## config.mk

```make
export PLATFORM = sky130hd
export DESIGN_NAME = touch_contact_slot_tracker
export DESIGN_NICKNAME = d
export VERILOG_FILES = /design/src/tcst_pkg.sv /design/src/tcst_slot_table.sv /design/src/tcst_match_unit.sv /design/src/tcst_seq.sv /design/src/touch_contact_slot_tracker.sv
export SDC_FILE = /design/constraint.sdc
export NUM_CORES = 1
export LEC_CHECK = 0
export BUFFER_PORTS_ARGS = -buffer_cell sky130_fd_sc_hd__buf_4
export CORE_MARGIN = 3
export CORE_UTILIZATION = 50
export DETAILED_ROUTE_END_ITERATION = 10
export GPL_ROUTABILITY_DRIVEN = 0
export PLACE_DENSITY_LB_ADDON = 0.1
export SKIP_LAST_GASP = 1
export SYNTH_ARGS = -nofsm -noshare
export SYNTH_HDL_FRONTEND = slang
export SYNTH_SLANG_ARGS = --single-unit
```

## constraint.sdc

```tcl
create_clock -name clk -period 6.7 [get_ports clk]
set_input_delay 1.005 -clock clk [delete_from_list [all_inputs] [get_ports clk]]
set_output_delay 1.005 -clock clk [all_outputs]
set_load 0.1 [all_outputs]
```

## src/tcst_pkg.sv

```systemverilog
// shared types, constants and helpers for the touch contact slot tracker
package tcst_pkg;

  localparam int NUM_SLOTS = 10;
  localparam int SLOT_W    = (NUM_SLOTS > 1) ? $clog2(NUM_SLOTS) : 1;
  localparam int ID_W      = 64;
  localparam int POS_W     = 12;
  localparam int MODE_W    = 3;
  localparam int KIND_W    = 2;
  localparam int SLOTF_W   = 4;

  // input modes
  localparam logic [MODE_W-1:0] MODE_FINGER_DOWN   = 3'd0;
  localparam logic [MODE_W-1:0] MODE_FINGER_UP     = 3'd1;
  localparam logic [MODE_W-1:0] MODE_FINGER_MOTION = 3'd2;
  localparam logic [MODE_W-1:0] MODE_MOUSE_DOWN    = 3'd3;
  localparam logic [MODE_W-1:0] MODE_MOUSE_UP      = 3'd4;
  localparam logic [MODE_W-1:0] MODE_MOUSE_MOTION  = 3'd5;

  // result kinds
  localparam logic [KIND_W-1:0] KIND_PRIMARY_BUTTON = 2'd0;
  localparam logic [KIND_W-1:0] KIND_PRIMARY_MOTION = 2'd1;
  localparam logic [KIND_W-1:0] KIND_TOUCH_BUTTON   = 2'd2;
  localparam logic [KIND_W-1:0] KIND_TOUCH_MOTION   = 2'd3;

  // one slot entry as read from the table
  typedef struct packed {
    logic             busy;
    logic [ID_W-1:0]  finger;
    logic [POS_W-1:0] x;
    logic [POS_W-1:0] y;
  } slot_rd_t;

  // write command into the table
  typedef struct packed {
    logic              busy_set;
    logic              busy_clr;
    logic              finger_we;
    logic              pos_we;
    logic [SLOT_W-1:0] idx;
    logic [ID_W-1:0]   finger;
    logic [POS_W-1:0]  x;
    logic [POS_W-1:0]  y;
  } slot_wr_t;

  // flags from the shared compare unit
  typedef struct packed {
    logic hit;
    logic free;
    logic same_pos;
  } match_t;

  // one result toward the output register
  typedef struct packed {
    logic               valid;
    logic [KIND_W-1:0]  kind;
    logic [SLOTF_W-1:0] slot;
    logic               pressed;
    logic [POS_W-1:0]   x;
    logic [POS_W-1:0]   y;
    logic               last;
  } result_t;

  // slot number into the four-bit field, low bits kept
  function automatic logic [SLOTF_W-1:0] slot_to_field(input logic [SLOT_W-1:0] s);
    logic [SLOT_W+SLOTF_W-1:0] tmp;
    tmp = {{SLOTF_W{1'b0}}, s};
    return tmp[SLOTF_W-1:0];
  endfunction

endpackage

```

## src/tcst_slot_table.sv

```systemverilog
// contact slot table: busy bits, finger ids and stored positions
module tcst_slot_table (
  input  logic                        clk,
  input  logic                        rst,
  input  logic [tcst_pkg::SLOT_W-1:0] rd_idx,
  output tcst_pkg::slot_rd_t          rd,
  input  tcst_pkg::slot_wr_t          wr
);

  logic [tcst_pkg::NUM_SLOTS-1:0] busy;
  logic [tcst_pkg::ID_W-1:0]      finger [tcst_pkg::NUM_SLOTS];
  logic [tcst_pkg::POS_W-1:0]     pos_x  [tcst_pkg::NUM_SLOTS];
  logic [tcst_pkg::POS_W-1:0]     pos_y  [tcst_pkg::NUM_SLOTS];

  always_ff @(posedge clk) begin
    if (rst) begin
      busy <= '0;
    end else if (wr.busy_set) begin
      busy[wr.idx] <= 1'b1;
    end else if (wr.busy_clr) begin
      busy[wr.idx] <= 1'b0;
    end
  end

  // entries carry no reset, only read while busy
  always_ff @(posedge clk) begin
    if (wr.finger_we) begin
      finger[wr.idx] <= wr.finger;
    end
    if (wr.pos_we) begin
      pos_x[wr.idx] <= wr.x;
      pos_y[wr.idx] <= wr.y;
    end
  end

  always_comb begin
    rd.busy   = busy[rd_idx];
    rd.finger = finger[rd_idx];
    rd.x      = pos_x[rd_idx];
    rd.y      = pos_y[rd_idx];
  end

  a_release_clears: assert property (@(posedge clk) disable iff (rst)
    (wr.busy_clr && !wr.busy_set) |=> !busy[$past(wr.idx)])
    else $error("released slot still busy");

endmodule

```

## src/tcst_match_unit.sv

```systemverilog
// shared compare unit: id match, free slot and position equality
module tcst_match_unit (
  input  tcst_pkg::slot_rd_t         entry,
  input  logic [tcst_pkg::ID_W-1:0]  id,
  input  logic [tcst_pkg::POS_W-1:0] x,
  input  logic [tcst_pkg::POS_W-1:0] y,
  output tcst_pkg::match_t           flags
);

  always_comb begin
    flags.hit      = entry.busy && (entry.finger == id);
    flags.free     = !entry.busy;
    flags.same_pos = (entry.x == x) && (entry.y == y);
  end

endmodule

```

## src/tcst_seq.sv

```systemverilog
// sequencer: slot scan, table update and result generation
module tcst_seq (
  input  logic                        clk,
  input  logic                        rst,
  input  logic                        in_valid,
  output logic                        in_ready,
  input  logic [tcst_pkg::MODE_W-1:0] in_mode,
  input  logic [tcst_pkg::ID_W-1:0]   in_id,
  input  logic [tcst_pkg::POS_W-1:0]  in_x,
  input  logic [tcst_pkg::POS_W-1:0]  in_y,
  output logic [tcst_pkg::SLOT_W-1:0] rd_idx,
  input  tcst_pkg::slot_rd_t          rd,
  output tcst_pkg::slot_wr_t          wr,
  output tcst_pkg::result_t           res,
  input  logic                        res_ready
);

  typedef enum logic [4:0] {
    ST_IDLE   = 5'b00001,
    ST_SCAN   = 5'b00010,
    ST_DECIDE = 5'b00100,
    ST_EMIT0  = 5'b01000,
    ST_EMIT1  = 5'b10000
  } state_t;

  localparam logic [tcst_pkg::SLOT_W-1:0] LAST_IDX = tcst_pkg::SLOT_W'(tcst_pkg::NUM_SLOTS - 1);

  state_t state, state_next;

  logic [tcst_pkg::MODE_W-1:0] mode;
  logic [tcst_pkg::ID_W-1:0]   id;
  logic [tcst_pkg::POS_W-1:0]  pos_x;
  logic [tcst_pkg::POS_W-1:0]  pos_y;
  logic [tcst_pkg::SLOT_W-1:0] idx;
  logic                        hit;
  logic [tcst_pkg::SLOT_W-1:0] hit_idx;
  logic                        pos_same;
  logic                        free_found;
  logic [tcst_pkg::SLOT_W-1:0] free_idx;
  logic [tcst_pkg::SLOT_W-1:0] slot;

  tcst_pkg::match_t flags;
  logic                        act;
  logic [tcst_pkg::SLOT_W-1:0] slot_sel;
  logic                        is_motion;
  logic                        is_press;

  tcst_match_unit u_match (
    .entry (rd),
    .id    (id),
    .x     (pos_x),
    .y     (pos_y),
    .flags (flags)
  );

  assign rd_idx   = idx;
  assign in_ready = (state == ST_IDLE);

  assign is_motion = (mode == tcst_pkg::MODE_FINGER_MOTION) ||
                     (mode == tcst_pkg::MODE_MOUSE_MOTION);
  assign is_press  = (mode == tcst_pkg::MODE_FINGER_DOWN) ||
                     (mode == tcst_pkg::MODE_MOUSE_DOWN);

  // decision after the scan
  always_comb begin
    act      = 1'b0;
    slot_sel = hit_idx;
    wr       = '0;
    wr.idx    = hit_idx;
    wr.finger = id;
    wr.x      = pos_x;
    wr.y      = pos_y;
    case (mode)
      tcst_pkg::MODE_FINGER_DOWN: begin
        act      = hit || free_found;
        slot_sel = hit ? hit_idx : free_idx;
      end
      tcst_pkg::MODE_FINGER_UP: begin
        act = hit;
      end
      tcst_pkg::MODE_FINGER_MOTION: begin
        act = hit && !pos_same;
      end
      default: begin
        act = 1'b0;
      end
    endcase
    wr.idx = slot_sel;
    if (state == ST_DECIDE && act) begin
      wr.busy_set  = (mode == tcst_pkg::MODE_FINGER_DOWN);
      wr.finger_we = (mode == tcst_pkg::MODE_FINGER_DOWN);
      wr.busy_clr  = (mode == tcst_pkg::MODE_FINGER_UP);
      wr.pos_we    = (mode == tcst_pkg::MODE_FINGER_DOWN) ||
                     (mode == tcst_pkg::MODE_FINGER_MOTION);
    end
  end

  // result toward the output register
  always_comb begin
    res         = '0;
    res.x       = pos_x;
    res.y       = pos_y;
    res.pressed = is_press && !is_motion;
    case (state)
      ST_EMIT0: begin
        res.valid = 1'b1;
        res.kind  = is_motion ? tcst_pkg::KIND_TOUCH_MOTION : tcst_pkg::KIND_TOUCH_BUTTON;
        res.slot  = tcst_pkg::slot_to_field(slot);
        res.last  = (slot != '0);
      end
      ST_EMIT1: begin
        res.valid = 1'b1;
        res.kind  = is_motion ? tcst_pkg::KIND_PRIMARY_MOTION : tcst_pkg::KIND_PRIMARY_BUTTON;
        res.slot  = '0;
        res.last  = 1'b1;
      end
      default: begin
        res.valid = 1'b0;
      end
    endcase
  end

  always_comb begin
    state_next = state;
    case (state)
      ST_IDLE: begin
        if (in_valid) begin
          if (in_mode == tcst_pkg::MODE_FINGER_DOWN || in_mode == tcst_pkg::MODE_FINGER_UP ||
              in_mode == tcst_pkg::MODE_FINGER_MOTION) begin
            state_next = ST_SCAN;
          end else if (in_mode == tcst_pkg::MODE_MOUSE_DOWN ||
                       in_mode == tcst_pkg::MODE_MOUSE_UP ||
                       in_mode == tcst_pkg::MODE_MOUSE_MOTION) begin
            state_next = ST_EMIT0;
          end
        end
      end
      ST_SCAN: begin
        if (flags.hit || idx == LAST_IDX) begin
          state_next = ST_DECIDE;
        end
      end
      ST_DECIDE: begin
        state_next = act ? ST_EMIT0 : ST_IDLE;
      end
      ST_EMIT0: begin
        if (res_ready) begin
          state_next = (slot == '0) ? ST_EMIT1 : ST_IDLE;
        end
      end
      ST_EMIT1: begin
        if (res_ready) begin
          state_next = ST_IDLE;
        end
      end
      default: begin
        state_next = ST_IDLE;
      end
    endcase
  end

  always_ff @(posedge clk) begin
    if (rst) begin
      state <= ST_IDLE;
    end else begin
      state <= state_next;
    end
  end

  always_ff @(posedge clk) begin
    case (state)
      ST_IDLE: begin
        mode       <= in_mode;
        id         <= in_id;
        pos_x      <= in_x;
        pos_y      <= in_y;
        idx        <= '0;
        hit        <= 1'b0;
        free_found <= 1'b0;
        slot       <= '0;
      end
      ST_SCAN: begin
        if (flags.hit) begin
          hit      <= 1'b1;
          hit_idx  <= idx;
          pos_same <= flags.same_pos;
        end else begin
          if (flags.free && !free_found) begin
            free_found <= 1'b1;
            free_idx   <= idx;
          end
          if (idx != LAST_IDX) begin
            idx <= idx + 1'b1;
          end
        end
      end
      ST_DECIDE: begin
        slot <= slot_sel;
      end
      default: begin
      end
    endcase
  end

  a_scan_in_range: assert property (@(posedge clk) disable iff (rst)
    (state == ST_SCAN) |-> (idx <= LAST_IDX))
    else $error("scan index past the last slot");

  a_dup_on_slot_zero: assert property (@(posedge clk) disable iff (rst)
    (state == ST_EMIT1) |-> (slot == '0))
    else $error("primary duplicate for a slot other than zero");

  a_write_only_decide: assert property (@(posedge clk) disable iff (rst)
    (wr.busy_set || wr.busy_clr || wr.pos_we) |=> (state == ST_EMIT0))
    else $error("table written without a result following");

endmodule

```

## src/touch_contact_slot_tracker.sv

```systemverilog
// top level of the touch contact slot tracker
// sequence: a mouse item goes from idle straight to its results; a finger item is
//   scanned one slot a cycle until a match or the last slot, decided, then results if it acts
// one item at a time: a new item is taken only in idle, after the scan, decide and
//   result states of the last item; output stalls hold the result states
// reset: synchronous, clears busy bits and empties the output register, entries kept
module touch_contact_slot_tracker (
  input  logic        clk,
  input  logic        rst,
  input  logic        s_tvalid,
  output logic        s_tready,
  input  logic [87:0] s_tdata,   // finger_id[63:0], pos_x[75:64], pos_y[87:76]
  input  logic [2:0]  s_tuser,   // mode[2:0]
  output logic        m_tvalid,
  input  logic        m_tready,
  output logic [31:0] m_tdata,   // slot_index[3:0], is_pressed[4], out_x[16:5], out_y[28:17], zero
  output logic [1:0]  m_tuser,   // event_kind[1:0]
  output logic        m_tlast    // last_of_run
);

  logic [tcst_pkg::SLOT_W-1:0] rd_idx;
  tcst_pkg::slot_rd_t          rd;
  tcst_pkg::slot_wr_t          wr;
  tcst_pkg::result_t           res;
  logic                        out_free;

  // output register state
  logic                         out_valid;
  logic [tcst_pkg::KIND_W-1:0]  out_kind;
  logic [tcst_pkg::SLOTF_W-1:0] out_slot;
  logic                         out_pressed;
  logic [tcst_pkg::POS_W-1:0]   out_x;
  logic [tcst_pkg::POS_W-1:0]   out_y;
  logic                         out_last;

  tcst_slot_table u_table (
    .clk    (clk),
    .rst    (rst),
    .rd_idx (rd_idx),
    .rd     (rd),
    .wr     (wr)
  );

  tcst_seq u_seq (
    .clk       (clk),
    .rst       (rst),
    .in_valid  (s_tvalid),
    .in_ready  (s_tready),
    .in_mode   (s_tuser),
    .in_id     (s_tdata[63:0]),
    .in_x      (s_tdata[75:64]),
    .in_y      (s_tdata[87:76]),
    .rd_idx    (rd_idx),
    .rd        (rd),
    .wr        (wr),
    .res       (res),
    .res_ready (out_free)
  );

  // the output register takes a new result when empty or being drained
  assign out_free = !out_valid || m_tready;

  always_ff @(posedge clk) begin
    if (rst) begin
      out_valid <= 1'b0;
    end else if (out_free) begin
      out_valid <= res.valid;
    end
  end

  // payload needs no reset
  always_ff @(posedge clk) begin
    if (out_free && res.valid) begin
      out_kind    <= res.kind;
      out_slot    <= res.slot;
      out_pressed <= res.pressed;
      out_x       <= res.x;
      out_y       <= res.y;
      out_last    <= res.last;
    end
  end

  assign m_tvalid = out_valid;
  assign m_tuser  = out_kind;
  assign m_tlast  = out_last;
  assign m_tdata  = {3'b000, out_y, out_x, out_pressed, out_slot};

  // only a slot zero touch result is followed by a duplicate
  a_first_of_pair_slot_zero: assert property (@(posedge clk) disable iff (rst)
    (m_tvalid && !m_tlast) |-> (m_tdata[3:0] == 4'd0))
    else $error("result without last flag on a slot other than zero");

endmodule

```

==> flow_metrics.tcl, run 1 <==
set metrics [dict create \
    wl_um 86900 \
    grt_busiest_layer "met2" \
    fin_skew_ps 19.7 \
    clk_latency_ps 660 \
    antenna_left 0 \
    multi_input_area_um2 9010 \
    tns_ps 0 \
    synth_top_family_by_area "multiplexers" \
    io_buffers 128 \
    finalSetupViolCount 0 \
    fin_crit_sh_pct 71.7 \
    drt-vias-per-instance 5.85 \
    area_growth_pct 13.8 \
    startpoint_type "register" \
    holdCritPathClass "register to register" \
    outcome "finished clean" \
    cts_buffer_depth 3 \
    first_pass_iters 5 \
    grt_overflow 0 \
    synth_fa_ha_area_share_pct 0.0616 \
    die_area_um2 84800 \
    ys_ff_latch 1042 \
    grt_use_met2_pct 34.7 \
    post-route-util_pct 58.0 \
    fin_ws_ps 1900 \
    synthFlopType "edfxtp_1" \
    final_nets 2362 \
    cp.required_ps 7060 \
    clock-sinks 1042 \
    met1_usage_pct 27.8 \
    drt_iter0_drc 1583 \
    cp_max_fo 52 \
    drc_errors 0 \
    powerDensity_nw_per_um2 358 \
    cts_tree "yes" \
    cp-end-kind "register" \
    die_w_um 291 \
    yosys.area_share.simple_pct 3.29 \
    synthMuxAreaShare_pct 12.7 \
    synth_cell_types 68 \
    layout.area.seq_um2 31100 \
    die_h_um 291 \
    hpwlAfterDp_um 49400 \
    yosysSeqAreaShare_pct 76.5 \
    yosys_warnings 0 \
    fmax_ghz 0.208 \
    synthTopCellsByArea "edfxtp_1 76%, mux4_2 7.7%, mux2i_1 4.4%" \
    syn_avg_cell_area_um2 19.6 \
    timing.hold.ws_ps 474 \
    vias 19900 \
    io_pins 132 \
    post_cts_buffers 0 \
    slew_viol_final 0 \
    cts_resized 0 \
    core.rowCount 103 \
    hold_violations 0 \
    ctsHoldBuffers 0 \
    synth_edf_count 1022 \
    timing.slew.headroom_pct 25.4 \
    synth.largest_area_cell "edfxtp_1" \
    layout-drive-gt1-share_pct 22.1 \
    clk_pin_slew_ps 60 \
    cts_buffers 105 \
    period_needed_ps 4800 \
    core_um2 79800 \
    use_met3_pct 3.14 \
    dp_slack_ps 1900 \
    rsz0062_at_grt "no" \
    async_flop_share_pct 0 \
    synth-compound-area-share_pct 3.96 \
    yosysMostFrequentCell "edfxtp_1" \
    tightest_slew_ps 1110 \
    critical_path_arrival_ps 5160 \
    syn_area_um2 40600 \
    rr_worst_depth 11 \
    reg2reg_slack_ps 1900 \
    synthTopCellsByCount "1,022 x edfxtp_1, 179 x mux2i_1, 139 x mux4_2, 63 x nor2_1, 53 x nand2_1" \
    peakVddDrop_v 0.000200 \
    grt_pass1_vias 20700 \
    syn_inst 2076 \
    synth_top_area_share_pct 75.5 \
    p_leak_nw 14.6 \
    grt_pass1_wl_um 131000 \
    start_util_pct 51.0 \
    path_class "register to register" \
    nFillCells 5951 \
    cts-root-buf "clkbuf_16" \
    r2r_end "u_seq.rd_idx[1]" \
    maxCapViolations 0 \
    synthXorXnorAreaFrac_pct 1.92 \
    post_drt_wl_per_cell_um 25.5 \
    min_path_cells 2 \
    h-tree-depth 3 \
    grt_antenna_before_repair 2 \
    grt_usage_pct 20.5 \
    grt_max_degree 78 \
]
-- metal layers --
metal  vias up  part of all wire (%)
met5         -                     0
met4         0                   2.4
met3       140                   5.0
met2       541                    50
met1     10400                    42
li1       8829                     -
-- cell families after synthesis --
logic type	Yosys count
flip-flops	1042
multiplexers	339
XOR/XNOR	89
adder cells (fa/ha/maj)	2
AO/OA/AOI/OAI	232
buffers and inverters	112
other	1
AND/OR/NAND/NOR	259
-- worst max-delay path: stages (launching register included) --
cell	delay, ps
dfxtp_4	660
buf_4	740
mux2i_1	190
a22o_1	260
a221oi_1	250
xor2_1	120
nor4_1	940
a31oi_1	210
nor4_2	330
nand4b_2	380
nand2_1	220
nand2_1	150
-- where the power goes --
| part | switching [W] | internal (W) |
|---|---|---|
| Clock | 0.00238 | 0.00338 |
| Sequential | 0.000604 | 0.00776 |
| Combinational | 0.00139 | 0.00105 |
| Total | 0.00438 | 0.0122 |
-- cell type report --
cell class	instances	share of cell area [%]
antenna	1	0.00541
clock buffer	131	5.96
clock inverter	63	1.43
inverter	19	0.165
multi-input combinational	924	19.5
sequential	1042	67.2
tap	1050	2.84
timing repair buffer	173	2.89
-- sequential cells by signal, summed over array words and instances, names as in the netlist, 2 cells and up, named ones only --
| register | count |
|---|---|
| u_seq.pos_y | 12 |
| u_seq.hit_idx | 4 |
| u_seq.slot | 4 |
| u_table.finger | 640 |
| u_seq.rd_idx | 4 |
| out_slot | 4 |
| u_seq.free_idx | 4 |
| u_table.pos_y | 120 |
| u_seq.mode | 3 |
| u_seq.pos_x | 12 |
| m_tuser | 2 |
| u_seq.id | 64 |
| u_seq.state | 5 |
| out_x | 12 |
| u_table.pos_x | 120 |
| out_y | 12 |
-- worst max-delay path by stage --
stage / startpoint / endpoint / slack (ps) / cells after the start
after global placement: register / u_seq.rd_idx[2] / 1920 / 10
after global routing: register / u_seq.rd_idx[1] / 1600 / 11
after CTS: register / u_seq.rd_idx[1] / 1890 / 10
after detailed placement: register / u_seq.rd_idx[3] / 1900 / 10
final: register / u_seq.rd_idx[1] / 1900 / 11
after floorplan: u_seq.mode[1] / u_table.finger[5][0] / 1960 / 5
-- layout by cell type, fill, tap and decap left out, drive strengths merged, types with 5 or more instances in the layout --
master  netlist  layout
a211oi       36      36
a21oi        48      48
a221oi       13      13
a22o         11      11
a22oi        23      23
a31o          5       5
a31oi        11      11
and2          9       9
buf          68     173
bufinv        0      12
clkbuf       25     131
clkinv        1      48
dfxtp        20      20
edfxtp     1022    1022
inv          18      19
mux2         21      21
mux2i       179     179
mux4        139     139
nand2        53      53
nand3        12      12
nand4        12      12
nor2         63      63
nor2b        39      39
nor3         21      21
nor3b         5       5
nor4         17      17
o211ai        6       6
o21a         11      11
o21ai        26      26
o22ai        13      13
or2           5       5
or3           6       6
xnor2        46      46
xor2         43      43
-- per-stage QoR --
step,total power (W),area (um2),instances
after floorplan,0.0101,40700,2078
after global placement,0.0109,42800,3208
after detailed placement,0.0110,42800,3208
after CTS,0.0168,46300,3402
after global routing,0.0172,46300,3402
final,0.0166,46300,3403
Power figures use the tool's default switching activity.
==> run 2: changes to the inputs <==
ABC_AREA = 1   (was unset)
clock period = 4.5 ns   (was 6.7 ns; I/O delays follow)
==> run 2 against run 1 <==
Compared with the run above:
- clock power is 49% higher
- core utilization shrank 0.30 points
- count of clock-buffer cells in the layout rose by 13
- sequential share of layout area decreased by 3.0 points
- combinational power increased to 3.0 times the previous value
- sequential cell count unchanged
- final area rose by 4.7%
- routed wire length rose by 25%
- critical path type unchanged
==> flow_metrics.tcl, run 2 <==
set metrics [dict create \
    maxCapViolations 0 \
    powerDensity_nw_per_um2 621 \
    io_buffers 128 \
    timing.slew.headroom_pct 28.4 \
    cp_num_cells 19 \
    outcome "finished clean" \
    hpwlAfterDp_um 59500 \
    ctsHoldBuffers 0 \
    vias 27400 \
    first_pass_iters 5 \
    cpPeakStageDelay_ps 430 \
    rr_worst_depth 19 \
    slew_viol_final 0 \
    startpoint_type "register" \
    cts_buffer_depth 3 \
    largest_reg_flops 640 \
    syn_avg_cell_area_um2 11.9 \
    post-route-util_pct 57.7 \
    antenna_left 0 \
    yosys_warnings 0 \
    synthFlopType "edfxtp_1" \
    drt_iter0_drc 2500 \
    place_area_um2 45000 \
    drt-vias-per-instance 5.56 \
    cts_resized 0 \
    start_util_pct 50.7 \
    grt_max_degree 150 \
    tightest_slew_ps 1070 \
    core.rowCount 106 \
    layout-drive-gt1-share_pct 10.1 \
    cp-end-kind "register" \
    clock-sinks 1042 \
    ys_ff_latch 1042 \
    peakVddDrop_v 0.000381 \
    min_path_cells 1 \
    synthTopCellsByArea "edfxtp_1 72%, nand2_1 6.0%, nor2_1 4.9%" \
    synthTopCellsByCount "1,022 x edfxtp_1, 677 x nand2_1, 551 x nor2_1, 305 x o21ai_0, 297 x nand3_1" \
    die_w_um 298 \
    top_register "u_table.finger" \
    grt_overflow 0 \
    cp_slowest_cell "dfxtp_4" \
    grt_pass1_vias 27400 \
    period_needed_ps 3890 \
    cts_buffers 108 \
    synth_top_area_share_pct 72.1 \
    crit_buf_inv 2 \
    core_um2 84000 \
    p_leak_nw 17.6 \
    rsz0062_at_grt "no" \
    grt_antenna_before_repair 1 \
    cts-root-buf "clkbuf_16" \
    path_class "register to register" \
    synth_edf_count 1022 \
    h-tree-depth 3 \
    hold_violations 0 \
    post_cts_buffers 0 \
    critical_path_arrival_ps 4390 \
    drc_errors 0 \
    final_nets 3807 \
    final_common_cell "edfxtp_1" \
    yosysSeqAreaShare_pct 73.1 \
    crit_top_cell "nand2_1" \
    crit_family "simple AND/OR/NAND/NOR gates" \
    async_flop_share_pct 0 \
    cp_cell_sequence "clkinv_8, buf_12, nand2_1, nand2_1, nand2_1, nand3_1, nand3_1, nand2_1, nand2_1, nand2_1, nor2_1, nand2_1, nor2_1, nand2_1, nor2_1, nand3_1, nand2_2, nand2_4, o21ai_1" \
    io_pins 132 \
    final_area_um2 48400 \
    clk_pin_slew_ps 60 \
    fin_skew_ps 25.1 \
    timing.hold.ws_ps 178 \
    post_drt_wl_per_cell_um 22.0 \
    most-common-layout-cells "1,022 x edfxtp_1, 677 x nand2_1, 540 x nor2_1" \
    cp_max_fo 92 \
    finalSetupViolCount 0 \
    syn_inst 3586 \
    die_area_um2 88700 \
    area_growth_pct 13.8 \
    holdCritPathClass "primary input to register" \
    cp.required_ps 5000 \
    synth_cell_types 41 \
    clk_latency_ps 670 \
    synth.largest_area_cell "edfxtp_1" \
    fin_crit_sh_pct 86.4 \
    grt_pass1_wl_um 166000 \
    fmax_ghz 0.257 \
    grt_usage_pct 24.4 \
    cts_tree "yes" \
    die_h_um 298 \
    reg2reg_slack_ps 610 \
    reg_top3 "u_table.finger: 640 flops, u_table.pos_x: 120 flops, u_table.pos_y: 120 flops" \
    syn_area_um2 42600 \
    antenna_cells 0 \
    wl_um 109000 \
    yosysMostFrequentCell "edfxtp_1" \
]
[run 2: worst min path at each step]
| stage | startpoint | endpoint | slack, ps |
|---|---|---|---|
| 6_report | s_tdata[70] | u_seq.pos_x[6] | 180 |
| 5_1_grt | s_tdata[66] | u_seq.pos_x[2] | 140 |
| 4_1_cts | s_tdata[72] | u_seq.pos_x[8] | 130 |
| 3_5_place_dp | register | register | 480 |
| 3_3_place_gp | register | register | 470 |
| 2_1_floorplan | register | register | 440 |
[run 2: layer usage]
layer | share of wire [%] | GRT usage [%] | up-vias
li1 | - | - | 12800
met1 | 42 | 32.4 | 13600
met2 | 50 | 42.2 | 869
met3 | 5.0 | 3.00 | 189
met4 | 2.9 | 7.48 | 0
met5 | 0 | 0 | -
[run 2: area by class of cell]
cell class | instances | area [um2]
clock inverters | 52 | 499
repair buffers | 195 | 1850
clock buffers | 144 | 2890
well taps | 1134 | 1420
inverters | 245 | 943
flip-flops and latches | 1042 | 31100
fillers | 6851 | 35500
multi-input cells | 2118 | 9730
[run 2: cells by family after synthesis]
group	Yosys count	synth area share, %
and+or+nand+nor	1592	15.3
other	1	0.00881
adders and majority gates	2	0.0588
xor gates and xnor gates	25	0.514
DFF	1042	73.1
buffers and inverters	428	4.42
AOI/OAI and AO/OA	496	6.64
[run 2: report_power, final]
part	total (W)	internal (W)	switching (W)
clock network	0.00861	0.00501	0.00360
registers	0.0141	0.0126	0.00147
logic	0.00738	0.00207	0.00531
total	0.0301	0.0197	0.0104
[run 2: through the flow]
| stage | std cells | setup WS (ps) | TNS, ps | power (W) |
|---|---|---|---|---|
| floorplan | 3588 | -1960 | -252550 | 0.0186 |
| finish | 4930 | 614 | 0 | 0.0301 |
| detailed placement | 4734 | 582 | 0 | 0.0217 |
| global route | 4930 | 360 | 0 | 0.0316 |
| CTS | 4930 | 558 | 0 | 0.0303 |
| global placement | 4734 | 618 | 0 | 0.0215 |
